`config.mk`:
```
export PLATFORM = sky130hd
export DESIGN_NAME = ffha_ctrl
export DESIGN_NICKNAME = d
export VERILOG_FILES = /design/src/ffha_pkg.sv /design/src/ffha_ctrl.sv
export SDC_FILE = /design/constraint.sdc
export NUM_CORES = 1
export LEC_CHECK = 0
export BUFFER_PORTS_ARGS = -buffer_cell sky130_fd_sc_hd__buf_2
export CORE_AREA = 2 2 39 41
export CTS_CLUSTER_DIAMETER = 150
export DETAILED_ROUTE_END_ITERATION = 10
export DIE_AREA = 0 0 41 43
export PLACE_DENSITY = 0.64
export SYNTH_ARGS = -nofsm -noshare
export SYNTH_HDL_FRONTEND = slang
export SYNTH_SLANG_ARGS = --single-unit
```
`constraint.sdc`:
```
create_clock -name clock -period 1.65 [get_ports clock]
set_clock_uncertainty 0.05 [all_clocks]
set_input_delay 0.165 -clock clock [delete_from_list [all_inputs] [get_ports clock]]
set_output_delay 0.165 -clock clock [all_outputs]
set_load 0.03 [all_outputs]
```
`src/ffha_pkg.sv`:
```
`timescale 1ns / 1ps
// Shared constants, codes and controller/datapath interface types for the header allocator.
package ffha_pkg;

   localparam int REGION_BYTES_DEF = 4096;   // default managed region size
   localparam int LEN_W            = 13;     // payload length / size fields
   localparam int OFF_W            = 12;     // payload offset fields
   localparam int CODE_W           = 2;      // result code field
   localparam int CSR_RESET        = 4096;   // region_bytes after reset
   localparam int HDR_BYTES        = 10;     // header size in bytes
   localparam int USAGE_WORD       = 8;      // first header offset

   // header status codes
   localparam logic [1:0] ST_NEVER = 2'd0;
   localparam logic [1:0] ST_INUSE = 2'd1;
   localparam logic [1:0] ST_FREED = 2'd2;

   // opcodes
   localparam logic OP_ALLOC   = 1'b0;
   localparam logic OP_RELEASE = 1'b1;

   typedef enum logic [1:0] {
      RC_OK      = 2'd0,
      RC_ZERO    = 2'd1,
      RC_NOSPACE = 2'd2,
      RC_NOTUSED = 2'd3
   } code_type;

   // controller -> datapath
   typedef struct packed {
      logic     load;       // capture a new item, restart the walk
      logic     clr_wr;     // clear one header entry
      logic     advance;    // step to the next header
      logic     new_wr;     // open a new block at the current header
      logic     reuse_wr;   // reuse the freed block at the current header
      logic     rel_wr;     // mark the addressed block freed
      logic     respond;    // emit a result item
      code_type code;
      logic     grant;      // result carries a payload offset
   } cmd_type;

   // datapath -> controller
   typedef struct packed {
      logic       clear_done;
      logic       is_release;
      logic       rel_bad;
      logic       zero_req;
      logic       cur_lt_cap;
      logic       fits;
      logic       len_ge_n;
      logic [1:0] status;
   } sts_type;

endpackage

```
`src/ffha_ctrl.sv`:
```
`timescale 1ns / 1ps
// Controller: state machine sequencing the clear pass, header walk and release.
module ffha_ctrl
   import ffha_pkg::*;
(
   input  logic    clock,
   input  logic    reset,
   input  logic    start,
   output logic    busy,
   output cmd_type cmd,
   input  sts_type sts
);

   typedef enum logic [4:0] {
      S_CLEAR = 5'b00001,
      S_IDLE  = 5'b00010,
      S_CHECK = 5'b00100,
      S_EVAL  = 5'b01000,
      S_REL   = 5'b10000
   } state_type;

   state_type state_ff, state_in;

   always_comb begin
      state_in = state_ff;
      cmd      = '0;
      case (state_ff)
         S_CLEAR: begin
            cmd.clr_wr = 1'b1;
            if (sts.clear_done) begin
               state_in = S_IDLE;
            end
         end
         S_IDLE: begin
            if (start) begin
               cmd.load = 1'b1;
               state_in = S_CHECK;
            end
         end
         S_CHECK: begin
            if (sts.is_release) begin
               if (sts.rel_bad) begin
                  cmd.respond = 1'b1;
                  cmd.code    = RC_NOTUSED;
                  state_in    = S_IDLE;
               end else begin
                  state_in = S_REL;
               end
            end else if (sts.zero_req) begin
               cmd.respond = 1'b1;
               cmd.code    = RC_ZERO;
               state_in    = S_IDLE;
            end else if (!sts.cur_lt_cap) begin
               cmd.respond = 1'b1;
               cmd.code    = RC_NOSPACE;
               state_in    = S_IDLE;
            end else begin
               state_in = S_EVAL;
            end
         end
         S_EVAL: begin
            if (sts.status == ST_NEVER) begin
               cmd.respond = 1'b1;
               state_in    = S_IDLE;
               if (sts.fits) begin
                  cmd.new_wr = 1'b1;
                  cmd.grant  = 1'b1;
                  cmd.code   = RC_OK;
               end else begin
                  cmd.code = RC_NOSPACE;
               end
            end else if (sts.status == ST_FREED && sts.len_ge_n) begin
               cmd.reuse_wr = 1'b1;
               cmd.grant    = 1'b1;
               cmd.respond  = 1'b1;
               cmd.code     = RC_OK;
               state_in     = S_IDLE;
            end else begin
               // in use, freed but too short (or unknown status): skip over it
               cmd.advance = 1'b1;
               state_in    = S_CHECK;
            end
         end
         S_REL: begin
            cmd.respond = 1'b1;
            state_in    = S_IDLE;
            if (sts.status == ST_INUSE) begin
               cmd.rel_wr = 1'b1;
               cmd.code   = RC_OK;
            end else begin
               cmd.code = RC_NOTUSED;
            end
         end
         default: begin
            state_in = S_IDLE;
         end
      endcase
   end

   always_ff @(posedge clock) begin
      if (reset) begin
         state_ff <= S_CLEAR;
      end else begin
         state_ff <= state_in;
      end
   end

   assign busy = (state_ff != S_IDLE);

   a_resp_ends_item: assert property (@(posedge clock) disable iff (reset)
      cmd.respond |=> (state_ff == S_IDLE))
      else $error("controller did not return to idle after a result");

   a_load_sets_busy: assert property (@(posedge clock) disable iff (reset)
      cmd.load |=> busy)
      else $error("busy low right after an item was taken");

   a_state_onehot: assert property (@(posedge clock) disable iff (reset)
      $onehot(state_ff))
      else $error("controller state is not one-hot");

endmodule
```
==> impl_metrics.toml <==
[setup_path]
crit_slowest_cell = "dfxtp_2"
reg2reg_to = "state_ff[3]$_SDFFE_PP0P_"
crit_start = "state_ff[1]$_SDFFE_PP0P_"
path_cells = "nor3_4, nand3b_4, nor4b_4, or2_4, buf_6"
path_class = "reg2out"
r2r-start = "state_ff[1]$_SDFFE_PP0P_"
crit_fanout = 4
cp-end-kind = "primary output"
reg2reg_depth = 6
cp-endpoint = "cmd[0]"
rrSetupSlack_ns = 0.19
max_stage_delay_ns = 0.33
start_kind = "flip-flop"
arrival_ns = 1.53
required_ns = 1.43

[timing]
finalCritPeriodShare_pct = 106.0
tns_ns = -0.2488
setup_viol = 4
drv_slew = 0
rsz0062_at_grt = "yes"
hold_violations = 0
finalWorstSetupSlack_ns = -0.09924
max_slew_margin_pct = 81.96
fin_crit_ns = 1.749
worst_pin_slew_ns = 0.2695
timing.fmax_ghz = 0.5717

[global_route]
grt_usage_pct = 12.02
grt_pass1_wl_um = 1442
antenna_found_initial = 0
grt_overflow_total = 0
grt_max_degree = 7
grt_pass1_vias = 392

[drt]
via_count = 462
wl_per_cell_um = 11.15
wirelength_um = 1059
drtAntennaViolNets = 0
drtIter0Drc = 1
via_per_inst = 4.863
dr.pass1.iters = 3
drc_errors = 0

[cells_and_area]
seqCellArea_um2 = 103.9
largest_reg_flops = 5
fin_nets = 92
multi_input_area_um2 = 324.1
post_route_cells_drive_above_1_share_pct = 59.49
fill_cells = 139
top_register = "state_ff"
area_growth_pct = 62.08
largest_registers = "state_ff x5"
antenna_cells = 0
final_util_pct = 47.92

[placed_design]
pre_cts_ws_ns = 0.05976
dp_hpwl_um = 791.8
io_buffers = 22
gp_congestion = 0.6567

[flow_run]
cap_violations = 0

[logic_synthesis]
synth_seq_cells = 5
netlist.area_leader.share_pct = 24.46
yosys-top-cells-count = "nor2_1 (7), dfxtp_1 (5), nor3_1 (4)"
synth_nets = 60
yosysMostFrequentCell = "nor2_1"
synth_warnings = 0
ys_types = 25
yosys_most_used_dff = "dfxtp_1"
synthArstFlopShare_pct = 0
synth_seq_area_share_pct = 24.46
synth_edf_count = 0
ys_top_cells_by_area = "dfxtp_1 (24%), nor2_1 (6.4%), nor4b_4 (5.8%)"
synth.cell_area_um2 = 409.1
synth_largest_area_cell = "dfxtp_1"
syn-instance-count = 48
avgSynthCellArea_um2 = 8.524

[floorplanning]
fp.dieH_um = 43
ios = 23
initial_utilization_pct = 29.57
fp.coreArea_mm2 = 0.001384
rows = 14
die_w_um = 41
die_area_mm2 = 0.001763

[clock_network]
cts_buffers = 3
cts_sinks = 5
ctsHoldBuffers = 0
cts_tree = "built"
path_clk_slew_ns = 0.05
cts_buffer_depth = 2
clock_latency_ns = 0.25
htree_levels = 1
clockRootBuffer = "clkbuf_4"

[worst_hold_path]
holdPathStages = 2
min_path_type = "in2reg"

[pwr]
peakVddDrop_v = 0.0003852
power.density_mw_per_mm2 = 564.6
p_leak_nw = 0.3299

[status]
status = "finished, violations left"
violations = "setup timing"
[metrics by stage]
| step | instances | hold WS (ns) | area [µm²] | total power [mW] |
|---|---|---|---|---|
| after floorplan | 48 | 0.2280 | 425.4 | 0.1879 |
| after global placement | 87 | 0.3410 | 563.0 | 0.2212 |
| after detailed placement | 87 | 0.3451 | 563.0 | 0.2229 |
| after CTS | 93 | 0.09626 | 633.1 | 0.3743 |
| after global routing | 95 | 0.1109 | 663.1 | 0.3924 |
| final | 95 | 0.09766 | 663.1 | 0.3744 |
[final cells by class]
class,instances,share of cell area [%]
clock buffer,4,3.962
multi-input combinational,40,48.87
sequential,5,15.66
timing repair buffer,27,26.79
inverter,3,1.698
tap,16,3.019
[kinds of logic after synthesis]
group	synth area share, %
XOR/XNOR	2.141
AO/OA/AOI/OAI	20.18
AND/OR/NAND/NOR	48.02
buffers and inverters	2.752
flip-flops	24.47
multiplexers	2.447
[critical path: cells and delay by family, from the launching register on]
| family | cells | cell delay (ns) |
|---|---|---|
| buffers and inverters | 1 | 0.12 |
| flip-flops | 1 | 0.33 |
| AND/OR/NAND/NOR | 4 | 0.83 |
[report_power, final]
| group | switching [mW] | leakage, nW | internal (mW) |
|---|---|---|---|
| sequential | 0.00680 | 0.0416 | 0.127 |
| combinational | 0.0501 | 0.273 | 0.0431 |
| clock | 0.0554 | 0.0150 | 0.0918 |
| total | 0.112 | 0.330 | 0.262 |
[how the worst min path moves through the flow]
stage | startpoint | endpoint
after floorplan | reset | state_ff[0]$_SDFFE_PP1P_
after global placement | reset | state_ff[0]$_SDFFE_PP1P_
after detailed placement | reset | state_ff[0]$_SDFFE_PP1P_
after CTS | reset | state_ff[0]$_SDFFE_PP1P_
after global routing | reset | state_ff[0]$_SDFFE_PP1P_
final | reset | state_ff[0]$_SDFFE_PP1P_
[what timing repair did]
item / in CTS / in global routing
gates cloned: 0 / 0
buffers inserted: 2 / 2
setup endpoints to repair: 6 / 9
gates resized for setup: 10 / 7
pin swaps: 3 / 3
[layer usage]
layer  up-vias  global-route usage, %  part of all wire [%]
met5         -                      0                     0
met4         0                  4.000                     0
met2        13                  20.31                    54
li1        236                      -                     -
met3         0                  6.283                   5.9
met1       213                  11.82                    40
[cells in the final DEF (no fill, tap or decap), drive strengths merged, types with 2 or more instances in the layout]
cell	netlist	layout
nor3	5	5
nor2b	2	2
clkbuf	0	4
o22ai	2	2
and3b	2	2
nand2	3	3
dfxtp	5	5
inv	3	3
buf	0	27
nor2	7	7
nand3b	2	2
a21oi	2	2
nand3	3	3
No activity file was read; power rests on OpenSTA's default activity.
